**src/rtl/sfd_pkg.sv**
```systemverilog
// Package for the sensor frame decoder: status codes, frame constants,
// the queue entry type and the CRC-8 byte update. No dependencies.
`timescale 1ns / 1ps

package sfd_pkg;

  // Result status codes.
  typedef enum logic [1:0] {
    STATUS_OK      = 2'd0,
    STATUS_HDR_ERR = 2'd1,
    STATUS_CRC_ERR = 2'd2
  } status_e;

  // Frame layout: bytes 0 to 3 are held, byte 4 is the check byte.
  localparam int unsigned PosWidth = 3;
  localparam logic [PosWidth-1:0] PosCheck = 3'd4;
  localparam logic [PosWidth-1:0] PosIdle  = 3'd5;

  localparam logic [7:0] CrcPoly = 8'h31;
  localparam logic [3:0] HdrNibLo = 4'h8;
  localparam logic [3:0] HdrNibHi = 4'h9;
  localparam logic [11:0] TempOffset = 12'd400;
  localparam logic [6:0] HumAbsent = 7'h6A;

  // Depth of the queue between the front and the back.
  localparam int unsigned QueueDepth = 2;
  localparam int unsigned QueuePtrW  = $clog2(QueueDepth);
  localparam int unsigned QueueCntW  = $clog2(QueueDepth + 1);

  // One classified frame, as handed from the front to the back.
  typedef struct packed {
    status_e     status;
    logic [5:0]  sensor_id;
    logic        new_battery;
    logic [11:0] temp_bcd;
    logic [7:0]  byte3;
  } frame_t;

  // Queue fill status seen by the front and the back.
  typedef struct packed {
    logic full;
    logic empty;
  } queue_stat_t;

  // MSB-first CRC-8 update over one byte.
  function automatic logic [7:0] crc8_byte(input logic [7:0] crc, input logic [7:0] b);
    logic [7:0] c;
    logic [7:0] d;
    logic       top;
    c = crc;
    d = b;
    for (int i = 0; i < 8; i++) begin
      top = c[7] ^ d[7];
      c   = {c[6:0], 1'b0};
      if (top) begin
        c = c ^ CrcPoly;
      end
      d = {d[6:0], 1'b0};
    end
    return c;
  endfunction

endpackage

```
**src/rtl/sfd_if.sv**
```systemverilog
// Handshake channels of the sensor frame decoder: the byte input channel
// and the decoded result channel. No dependencies.
`timescale 1ns / 1ps

interface sfd_byte_if;
  logic       valid;
  logic       ready;
  logic [7:0] data_byte;
  logic       frame_start;

  modport source (output valid, data_byte, frame_start, input ready);
  modport sink (input valid, data_byte, frame_start, output ready);
endinterface

interface sfd_result_if;
  logic               valid;
  logic               ready;
  logic [1:0]         status;
  logic [5:0]         sensor_id;
  logic               new_battery;
  logic signed [11:0] temp_tenths;
  logic               battery_low;
  logic [6:0]         humidity;
  logic               humidity_present;

  modport source (output valid, status, sensor_id, new_battery, temp_tenths,
                  battery_low, humidity, humidity_present, input ready);
  modport sink (input valid, status, sensor_id, new_battery, temp_tenths,
                battery_low, humidity, humidity_present, output ready);
endinterface

```
**src/rtl/sfd_front.sv**
```systemverilog
// Front of the sensor frame decoder: assembles frames byte by byte, runs
// the CRC and classifies each frame into a queue entry. Uses sfd_pkg, sfd_if.
`timescale 1ns / 1ps

module sfd_front (
  input  logic                clk_i,
  input  logic                rst_ni,
  sfd_byte_if.sink            byte_i,
  input  sfd_pkg::queue_stat_t q_stat_i,
  output logic                push_o,
  output sfd_pkg::frame_t     entry_o
);
  import sfd_pkg::*;

  logic [PosWidth-1:0] pos_q, pos_d, pos_eff;
  logic [7:0]          crc_q, crc_d, crc_eff;
  logic [7:0]          held_q [4];
  logic                accept;
  logic                hdr_ok;

  // A byte is taken whenever the queue can take a frame.
  assign byte_i.ready = !q_stat_i.full;
  assign accept = byte_i.valid && byte_i.ready;

  // A start flag restarts the frame and the CRC.
  assign pos_eff = byte_i.frame_start ? '0 : pos_q;
  assign crc_eff = byte_i.frame_start ? '0 : crc_q;

  // Position and CRC update.
  always_comb begin
    pos_d = pos_q;
    crc_d = crc_q;
    if (accept) begin
      if (pos_eff < PosCheck) begin
        pos_d = pos_eff + 1'b1;
        crc_d = crc8_byte(crc_eff, byte_i.data_byte);
      end else if (pos_eff == PosCheck) begin
        pos_d = PosIdle;
        crc_d = crc_eff;
      end else begin
        pos_d = pos_eff;
        crc_d = crc_eff;
      end
    end
  end

  always_ff @(posedge clk_i or negedge rst_ni) begin
    if (!rst_ni) begin
      pos_q <= '0;
      crc_q <= '0;
    end else begin
      pos_q <= pos_d;
      crc_q <= crc_d;
    end
  end

  // Hold frame bytes 0 to 3.
  always_ff @(posedge clk_i) begin
    if (accept && (pos_eff < PosCheck)) begin
      held_q[pos_eff[1:0]] <= byte_i.data_byte;
    end
  end

  // The check byte closes the frame and classifies it.
  assign push_o = accept && (pos_eff == PosCheck);
  assign hdr_ok = (held_q[0][7:4] == HdrNibLo) || (held_q[0][7:4] == HdrNibHi);

  always_comb begin
    if (!hdr_ok) begin
      entry_o.status = STATUS_HDR_ERR;
    end else if (byte_i.data_byte != crc_q) begin
      entry_o.status = STATUS_CRC_ERR;
    end else begin
      entry_o.status = STATUS_OK;
    end
    entry_o.sensor_id   = {held_q[0][3:0], held_q[1][7:6]};
    entry_o.new_battery = held_q[1][5];
    entry_o.temp_bcd    = {held_q[1][3:0], held_q[2]};
    entry_o.byte3       = held_q[3];
  end

  // The position never runs past the idle value.
  a_pos_range: assert property (@(posedge clk_i) disable iff (!rst_ni)
    pos_q <= PosIdle)
    else $error("frame position out of range");

  // A frame entry leaves exactly when the check byte is taken, and the
  // front then rests until the next start flag.
  a_push_idle: assert property (@(posedge clk_i) disable iff (!rst_ni)
    push_o |=> (pos_q == PosIdle))
    else $error("front did not go idle after the check byte");

endmodule

```
**src/rtl/sfd_fifo.sv**
```systemverilog
// Short queue of classified frames between the front and the back of the
// sensor frame decoder. Uses sfd_pkg.
`timescale 1ns / 1ps

module sfd_fifo (
  input  logic                 clk_i,
  input  logic                 rst_ni,
  input  logic                 push_i,
  input  sfd_pkg::frame_t      push_data_i,
  input  logic                 pop_i,
  output sfd_pkg::frame_t      pop_data_o,
  output sfd_pkg::queue_stat_t stat_o
);
  import sfd_pkg::*;

  frame_t               mem_q [QueueDepth];
  logic [QueuePtrW-1:0] wr_ptr_q, rd_ptr_q;
  logic [QueueCntW-1:0] cnt_q;
  logic                 do_push, do_pop;

  assign stat_o.full  = (cnt_q == QueueCntW'(QueueDepth));
  assign stat_o.empty = (cnt_q == '0);
  assign do_push = push_i && !stat_o.full;
  assign do_pop  = pop_i && !stat_o.empty;
  assign pop_data_o = mem_q[rd_ptr_q];

  // Entry storage.
  always_ff @(posedge clk_i) begin
    if (do_push) begin
      mem_q[wr_ptr_q] <= push_data_i;
    end
  end

  // Pointers wrap at the queue depth; the count tracks the fill level.
  always_ff @(posedge clk_i or negedge rst_ni) begin
    if (!rst_ni) begin
      wr_ptr_q <= '0;
      rd_ptr_q <= '0;
      cnt_q    <= '0;
    end else begin
      if (do_push) begin
        wr_ptr_q <= (wr_ptr_q == QueuePtrW'(QueueDepth - 1)) ? '0 : wr_ptr_q + 1'b1;
      end
      if (do_pop) begin
        rd_ptr_q <= (rd_ptr_q == QueuePtrW'(QueueDepth - 1)) ? '0 : rd_ptr_q + 1'b1;
      end
      if (do_push && !do_pop) begin
        cnt_q <= cnt_q + 1'b1;
      end else if (do_pop && !do_push) begin
        cnt_q <= cnt_q - 1'b1;
      end
    end
  end

  // The front never offers a frame to a full queue.
  a_no_overflow: assert property (@(posedge clk_i) disable iff (!rst_ni)
    push_i |-> !stat_o.full)
    else $error("push into a full frame queue");

  // The fill level never exceeds the depth.
  a_cnt_range: assert property (@(posedge clk_i) disable iff (!rst_ni)
    cnt_q <= QueueCntW'(QueueDepth))
    else $error("frame queue count out of range");

endmodule

```
**src/rtl/sfd_back.sv**
```systemverilog
// Back of the sensor frame decoder: takes classified frames from the queue,
// decodes temperature and humidity and holds the result word. Uses sfd_pkg, sfd_if.
`timescale 1ns / 1ps

module sfd_back (
  input  logic                 clk_i,
  input  logic                 rst_ni,
  input  sfd_pkg::queue_stat_t q_stat_i,
  input  sfd_pkg::frame_t      entry_i,
  output logic                 pop_o,
  sfd_result_if.source         result_o
);
  import sfd_pkg::*;

  logic               vld_q;
  logic [1:0]         status_q, status_d;
  logic [5:0]         id_q, id_d;
  logic               newbat_q, newbat_d;
  logic signed [11:0] temp_q, temp_d;
  logic               batlow_q, batlow_d;
  logic [6:0]         hum_q, hum_d;
  logic               humpres_q, humpres_d;
  logic [11:0]        temp_sum;
  logic               ok;

  // Take the next frame when the result register is free or being emptied.
  assign pop_o = !q_stat_i.empty && (!vld_q || result_o.ready);

  // BCD temperature: hundreds, tens and units of tenths, less the offset.
  assign temp_sum = 12'(entry_i.temp_bcd[11:8]) * 12'd100
                  + 12'(entry_i.temp_bcd[7:4]) * 12'd10
                  + 12'(entry_i.temp_bcd[3:0]) - TempOffset;

  // Error results carry only the status; every other field is zero.
  assign ok = (entry_i.status == STATUS_OK);

  always_comb begin
    status_d  = entry_i.status;
    id_d      = ok ? entry_i.sensor_id : '0;
    newbat_d  = ok && entry_i.new_battery;
    temp_d    = ok ? $signed(temp_sum) : '0;
    batlow_d  = ok && entry_i.byte3[7];
    hum_d     = ok ? entry_i.byte3[6:0] : '0;
    humpres_d = ok && (entry_i.byte3[6:0] != HumAbsent);
  end

  always_ff @(posedge clk_i or negedge rst_ni) begin
    if (!rst_ni) begin
      vld_q <= 1'b0;
    end else if (pop_o) begin
      vld_q <= 1'b1;
    end else if (result_o.ready) begin
      vld_q <= 1'b0;
    end
  end

  // Result word register.
  always_ff @(posedge clk_i) begin
    if (pop_o) begin
      status_q  <= status_d;
      id_q      <= id_d;
      newbat_q  <= newbat_d;
      temp_q    <= temp_d;
      batlow_q  <= batlow_d;
      hum_q     <= hum_d;
      humpres_q <= humpres_d;
    end
  end

  assign result_o.valid            = vld_q;
  assign result_o.status           = status_q;
  assign result_o.sensor_id        = id_q;
  assign result_o.new_battery      = newbat_q;
  assign result_o.temp_tenths      = temp_q;
  assign result_o.battery_low      = batlow_q;
  assign result_o.humidity         = hum_q;
  assign result_o.humidity_present = humpres_q;

  // A failed frame shows no decoded fields.
  a_err_zero: assert property (@(posedge clk_i) disable iff (!rst_ni)
    (vld_q && (status_q != STATUS_OK)) |->
      ((id_q == '0) && !newbat_q && (temp_q == '0) && !batlow_q &&
       (hum_q == '0) && !humpres_q))
    else $error("error result carries decoded fields");

endmodule

```
**src/rtl/sensor_frame_crc8_decoder.sv**
```systemverilog
// Top level of the sensor frame decoder: front, frame queue and back.
// Uses sfd_pkg, sfd_if, sfd_front, sfd_fifo and sfd_back.
`timescale 1ns / 1ps

// Decodes 5-byte wireless temperature sensor frames taken one byte per
// word on byte_i. A word with frame_start set begins a new frame; after
// reset the first word is byte 0 even without it. Bytes 0 to 3 run through
// an MSB-first CRC-8 (polynomial 0x31, initial value 0), byte 4 is the
// check byte, and one result word follows each complete frame on result_o
// with status ok, header error or CRC error (only the first failure is
// reported, and error words carry zero in every other field). Bytes after
// the check byte without a start flag are dropped. The block takes one byte
// per cycle while the frame queue is not full; the CRC of a byte is
// computed in the cycle it is taken. A finished frame is written into the
// frame queue and from there decoded into the result register once that
// register is free or being emptied, and its result word is valid from there.
// A two-entry frame queue sits between the front and the back, so input
// stalls only when two finished frames are waiting behind a held result.
module sensor_frame_crc8_decoder (
  input  logic         clk_i,
  input  logic         rst_ni,
  sfd_byte_if.sink     byte_i,
  sfd_result_if.source result_o
);
  import sfd_pkg::*;

  logic        push;
  logic        pop;
  frame_t      push_entry;
  frame_t      pop_entry;
  queue_stat_t q_stat;

  sfd_front u_front (
    .clk_i    (clk_i),
    .rst_ni   (rst_ni),
    .byte_i   (byte_i),
    .q_stat_i (q_stat),
    .push_o   (push),
    .entry_o  (push_entry)
  );

  sfd_fifo u_fifo (
    .clk_i       (clk_i),
    .rst_ni      (rst_ni),
    .push_i      (push),
    .push_data_i (push_entry),
    .pop_i       (pop),
    .pop_data_o  (pop_entry),
    .stat_o      (q_stat)
  );

  sfd_back u_back (
    .clk_i    (clk_i),
    .rst_ni   (rst_ni),
    .q_stat_i (q_stat),
    .entry_i  (pop_entry),
    .pop_o    (pop),
    .result_o (result_o)
  );

endmodule
```
**src/flat_wrapper.sv**
```systemverilog
// flat-port wrapper written by rule: the top's interface ports become plain ports
module sensor_frame_crc8_decoder_flat import sfd_pkg::*;
  (clk_i, rst_ni, byte_i_valid, byte_i_data_byte, byte_i_frame_start, byte_i_ready, result_o_valid, result_o_status, result_o_sensor_id, result_o_new_battery, result_o_temp_tenths, result_o_battery_low, result_o_humidity, result_o_humidity_present, result_o_ready);
  sfd_byte_if byte_i_i ();
  sfd_result_if result_o_i ();
  input  logic clk_i;
  input  logic rst_ni;
  input wire logic [$bits(byte_i_i.valid)-1:0] byte_i_valid;
  input wire logic [$bits(byte_i_i.data_byte)-1:0] byte_i_data_byte;
  input wire logic [$bits(byte_i_i.frame_start)-1:0] byte_i_frame_start;
  output wire logic [$bits(byte_i_i.ready)-1:0] byte_i_ready;
  output wire logic [$bits(result_o_i.valid)-1:0] result_o_valid;
  output wire logic [$bits(result_o_i.status)-1:0] result_o_status;
  output wire logic [$bits(result_o_i.sensor_id)-1:0] result_o_sensor_id;
  output wire logic [$bits(result_o_i.new_battery)-1:0] result_o_new_battery;
  output wire logic [$bits(result_o_i.temp_tenths)-1:0] result_o_temp_tenths;
  output wire logic [$bits(result_o_i.battery_low)-1:0] result_o_battery_low;
  output wire logic [$bits(result_o_i.humidity)-1:0] result_o_humidity;
  output wire logic [$bits(result_o_i.humidity_present)-1:0] result_o_humidity_present;
  input wire logic [$bits(result_o_i.ready)-1:0] result_o_ready;
  assign byte_i_i.valid = byte_i_valid;
  assign byte_i_i.data_byte = byte_i_data_byte;
  assign byte_i_i.frame_start = byte_i_frame_start;
  assign byte_i_ready = byte_i_i.ready;
  assign result_o_valid = result_o_i.valid;
  assign result_o_status = result_o_i.status;
  assign result_o_sensor_id = result_o_i.sensor_id;
  assign result_o_new_battery = result_o_i.new_battery;
  assign result_o_temp_tenths = result_o_i.temp_tenths;
  assign result_o_battery_low = result_o_i.battery_low;
  assign result_o_humidity = result_o_i.humidity;
  assign result_o_humidity_present = result_o_i.humidity_present;
  assign result_o_i.ready = result_o_ready;
  sensor_frame_crc8_decoder u_core (.clk_i(clk_i), .rst_ni(rst_ni), .byte_i(byte_i_i), .result_o(result_o_i));
endmodule
```
**config.mk**
```make
export PLATFORM = sky130hd
export DESIGN_NAME = sensor_frame_crc8_decoder_flat
export DESIGN_NICKNAME = d
export VERILOG_FILES = /design/src/rtl/sfd_pkg.sv /design/src/rtl/sfd_if.sv /design/src/rtl/sfd_front.sv /design/src/rtl/sfd_fifo.sv /design/src/rtl/sfd_back.sv /design/src/rtl/sensor_frame_crc8_decoder.sv /design/src/flat_wrapper.sv
export SDC_FILE = /design/constraint.sdc
export NUM_CORES = 1
export LEC_CHECK = 0
export BUFFER_PORTS_ARGS = -buffer_cell sky130_fd_sc_hd__buf_4
export CAP_MARGIN = 20
export CORE_MARGIN = 1.5
export CORE_UTILIZATION = 50
export DETAILED_ROUTE_END_ITERATION = 6
export MAX_ROUTING_LAYER = met4
export PLACE_DENSITY = 0.68
export SLEW_MARGIN = 10
export SYNTH_ARGS = -nofsm -noshare
export SYNTH_HDL_FRONTEND = slang
export SYNTH_HIERARCHICAL = 1
export SYNTH_SLANG_ARGS = --single-unit
```
**constraint.sdc**
```tcl
create_clock -name clk_i -period 11.1 [get_ports clk_i]
set_clock_uncertainty 0.2 [all_clocks]
set_input_delay 2.22 -clock clk_i [delete_from_list [all_inputs] [get_ports clk_i]]
set_output_delay 2.22 -clock clk_i [all_outputs]
set_load 0.05 [all_outputs]
```
# After elaboration in Yosys (flattened, before gate mapping)
# Memories as Yosys holds them, arrays and structs flattened.
# Cells that the tools add are included.
# word_totals
register_bits	46
mem_bits_rw	90
in_bits	13
out_inout_bits	32
wordCells	109
n_memories	2
# op_classes
add_sub_neg	8
n_mul	2
n_lt_le_gt_ge	1
eq_ne	6
mux	39
n_bitwise	16
n_reduce_logical	22
# mem_list
name	words	width	rd	rd_clocked_by_memory_dff	write_ports	line_no	text
u_core.u_fifo.mem_q	2	29	1	0	1	sfd_fifo.sv:16	frame_t mem_q [QueueDepth];
u_core.u_front.held_q	4	8	4	0	1	sfd_front.sv:17	logic [7:0] held_q [4];
# op_table
operator	count
8-bit two-way mux	16
6-bit two-way mux	8
3-bit inverter	8
11-bit by 8-bit adder with 12-bit output	1
12-bit by 4-bit adder with 12-bit output	1
12-bit by 9-bit subtractor with 12-bit output (second input constant)	1
1-bit logical AND	11
4-bit by 5-bit multiplier with 9-bit output (second input constant)	1
3-bit two-way mux	3
4-bit == test (second input constant)	2
1-bit two-way mux	8
2-bit two-way mux	4
8-bit inequality test	1
1-bit XOR	8
4-bit by 3-bit multiplier with 7-bit output (second input constant)	1
7-bit inequality test (second input constant)	1
1-bit zero test	5
2-bit zero test	2
2-bit nonzero test	2
3-bit by 1-bit adder with 3-bit output (second input constant)	1
3-bit == test (second input constant)	1
3-bit less-than comparator (second input constant)	1
1-bit adder (second input constant)	2
2-bit by 1-bit adder with 2-bit output (second input constant)	1
other kinds (3)	4

# Depth between registers and ports, before layout
# depth
depth_word	32
ltp_mapped	14
mapped_depth_nobuf	13

# Hierarchy
# The synthesis kept the hierarchy.
# by_module_without_submodules
module	instances	cells_per_inst	area_per_inst_um2	seq_area_each_um2
sfd_fifo	1	109	2407.3	1841.8
sfd_front	1	161	2050.7	1176.1
sfd_back	1	161	1933.1	925.9

# Least setup slack after synthesis
# No wires, ideal clock.
# synth_timing
path_type	input port to flip-flop
startpoint	in byte_i_frame_start
endpoint	mem u_core/u_fifo/mem_q[0][0] (netlist bit) (enable)
setup_time_ps	415
t_arrival_ps	4613
required_ps	10485
path_slack_ps	5872
cell_stages	7
path_buffers	2
cell_sequence	clkbuf_1 -> buf_1 -> nand2b_1 -> ha_1 -> and3_1 -> nand2_1 -> nor2_1
# synth_between
elab_chain_len	6
# synth_lines
element	line_no	text
start, declared	flat_wrapper.sv:10	input wire logic [$bits(byte_i_i.frame_start)-1:0] byte_i_frame_start;
3-bit two-way mux	sfd_front.sv:26	assign pos_eff = byte_i.frame_start ? '0 : pos_q;
3-bit == test	sfd_front.sv:65	assign push_o = accept && (pos_eff == PosCheck);
1-bit logical AND	sfd_front.sv:65	
named net u_core.push	sensor_frame_crc8_decoder.sv:27	logic push;
1-bit logical AND	sfd_fifo.sv:23	assign do_push = push_i && !stat_o.full;
1-bit two-way mux	sfd_fifo.sv:29	if (do_push) begin
1-bit two-way mux (not written as such)	sfd_fifo.sv:30	mem_q[wr_ptr_q] <= push_data_i;
end, declared	sfd_fifo.sv:16	
# The timed path passes the listed nets, and every way through them passes these cells.

==> flow_metrics.tcl <==
set metrics [dict create \
    max_freq_mhz 243 \
    maxCapViolations 0 \
    grt_pass1_vias 3253 \
    cts.repair.resized 0 \
    min_period_over_period_pct 37.0 \
    netlist_instances 431 \
    yosys_warnings 6 \
    start_kind "register" \
    worstSetupPathType "register to register" \
    die_area_mm2 0.0135 \
    clock_path_buffers 2 \
    yosysTopAreaCellShare_pct 55.4 \
    cp_max_fo 30 \
    postCtsSetupRepairBufs 0 \
    peakVddDrop_mv 0.129 \
    grt_usage_pct 16.6 \
    period_needed_ns 4.11 \
    grt_max_degree 32 \
    p_leak_nw 3.05 \
    portBuffers 44 \
    initial_core_util_pct 50.9 \
    async_flop_share_pct 11.9 \
    tns_ns 0 \
    route.detailed.drc 0 \
    synth_most_common_cell "edfxtp_1" \
    vias_per_cell 4.88 \
    cts_buffers 17 \
    arrival_ns 4.16 \
    power_density_mw_per_mm2 315 \
    synth_area_per_cell_um2 14.8 \
    antenna_found_initial 0 \
    num-nets-final 532 \
    synthDistinctLibCells 53 \
    hold_buffers 0 \
    gp_congestion 0.803 \
    grt_pass1_wl_um 16000 \
    synthFlopType "edfxtp_1" \
    dp_cells 634 \
    hold_path.class "register to register" \
    syn2layout_area_growth_pct 16.6 \
    die_height_um 116 \
    postRouteAntennaNets 0 \
    route.vias.total 3258 \
    dp_hpwl_um 6880 \
    synthTopCellsByArea "edfxtp_1, mux2_4, dfrtp_1" \
    wl_um 9920 \
    clk_latency_ns 0.40 \
    rsz0062_at_grt "false" \
    dr.pass1.iters 4 \
    cts-root-buf "clkbuf_16" \
    final-max-slew-violation-count 0 \
    grt_overflow 0 \
    synth_commonest_cells "edfxtp_1, ha_1, mux2_4, inv_1, nor2_1" \
    drive_gt1_share_pct 25.7 \
    synth_area_leader_cell "edfxtp_1" \
    fillers 980 \
    final_hold_viol_count 0 \
    cts_max_level 4 \
    multi_input_area_mm2 0.00226 \
    cts_tree "built" \
    required_ns 11.15 \
    diodes 0 \
    finalPower_mw 2.35 \
    clk_pin_slew_ns 0.06 \
    ys_ff_latch 134 \
    core-area_mm2 0.0126 \
    synth_nets 481 \
    stdcell_count 667 \
    tightestPinTransition_ns 0.965 \
    wl_per_cell_um 14.9 \
    yosysSeqAreaShare_pct 61.7 \
    clkSinkCount 134 \
    synth_edf_count 118 \
    fp-row-count 41 \
    io_pins 45 \
    die_w_um 116 \
    synth_area_mm2 0.00639 \
    setup_violations 0 \
    maxSlewHeadroom_pct 35.5 \
    setup.worst_path.end_class "register" \
    seqCellArea_mm2 0.00394 \
    status "finished clean" \
    drt_iter0_drc 175 \
]
## stage by stage
| step | hold WS [ns] | util (%) | area, um2 | setup slack (ns) |
|---|---|---|---|---|
| floorplan | 0.221 | - | 6390 | 5.87 |
| global placement | 0.224 | 54.6 | 6870 | 6.81 |
| CTS | 0.247 | 59.3 | 7450 | 6.94 |
| detailed placement | 0.234 | 54.6 | 6870 | 6.71 |
| global route | 0.253 | 59.3 | 7450 | 6.79 |
| finish | 0.241 | 59.3 | 7450 | 6.99 |
## area by class of cell
type                            instances  area share [%]
Inverter                               26            1.31
Sequential cell                       134            52.9
Clock buffer                           17            5.71
Multi-Input combinational cell        255            30.3
Tap cell                              172            2.89
Clock inverter                         15            2.06
Timing Repair Buffer                   48            4.83
## cells in the final DEF (no fill, tap or decap), types with 5 or more instances in the layout
cell and n:
a21oi_1 9, clkbuf_16 17, xor2_1 20, nor2_1 21
mux2_4 29, xnor2_1 16, nor2b_1 7, xnor2_2 5
fa_1 5, nand2_1 19, ha_1 32, edfxtp_1 118
and2_1 20, nand2b_1 6, o21ai_1 7, inv_1 25
buf_4 48, and3_1 6, dfrtp_1 16
## worst max-delay path, cell delays in order (launching register included)
cell     delay [ns]
dfrtp_1        0.33
buf_4          0.45
mux2_4         0.37
ha_1           0.31
ha_1           0.23
fa_1           0.48
inv_1          0.04
ha_1           0.26
inv_1          0.04
ha_1           0.35
o21ai_0        0.17
nor2_1         0.09
o31a_1         0.28
o21ai_2        0.16
mux2i_1        0.20
## flip-flops by register name (all words and copies together) (netlist names), 2 cells and up
name,flops
u_core/u_back/result_o.sensor_id,6
u_core/u_back/result_o.temp_tenths,12
u_core/u_back/result_o.status,2
u_core/u_front/pos_q,3
u_core/u_fifo/mem_q,58
u_core/u_fifo/cnt_q,2
u_core/u_front/crc_q,8
u_core/u_front/held_q,30
u_core/u_back/result_o.humidity,7
## power breakdown
part | switching [mW] | leakage (nW) | internal [mW]
clock | 0.204 | 0.276 | 0.331
combinational | 0.635 | 1.49 | 0.455
sequential | 0.0532 | 1.29 | 0.672
## path summary, 6_finish.rpt
path                                                       start                                                    to  slack [ns]  depth (start not counted)
max                           u_core/u_fifo/rd_ptr_q$_DFFE_PN0P_  u_core/u_back/result_o.temp_tenths[10]$_SDFFCE_PN0P_        6.99                         14
min                        u_core/u_front/held_q[1][6]$_DFFE_PP_                  u_core/u_fifo/mem_q[1][21]$_DFFE_PP_        0.24                          0
max reg2reg                   u_core/u_fifo/rd_ptr_q$_DFFE_PN0P_  u_core/u_back/result_o.temp_tenths[10]$_SDFFCE_PN0P_        6.99                         14
min reg2reg                u_core/u_front/held_q[1][6]$_DFFE_PP_                  u_core/u_fifo/mem_q[1][21]$_DFFE_PP_        0.24                          0
max in group asynchronous                                 rst_ni                   u_core/u_front/crc_q[1]$_DFFE_PN0P_        9.04                          1
min in group asynchronous                                 rst_ni                   u_core/u_front/crc_q[0]$_DFFE_PN0P_        1.47                          1
## logic make-up after synthesis
family          synth area share [%]
flops                           61.7
buf+inv                         3.17
compound gates                  4.31
xor+xnor                        7.18
simple gates                    8.36
fa+ha+maj                       7.83
mux                             7.44
## metal layers
metal | vias to the layer above | global-route usage [%] | wire [um]
li1 | 1638 | - | -
met1 | 1551 | 19.9 | 4430
met2 | 62 | 27.2 | 5040
met3 | 7 | 4.18 | 358
met4 | 0 | 6.18 | 85
met5 | - | - | 0
Power figures use the tool's default switching activity.
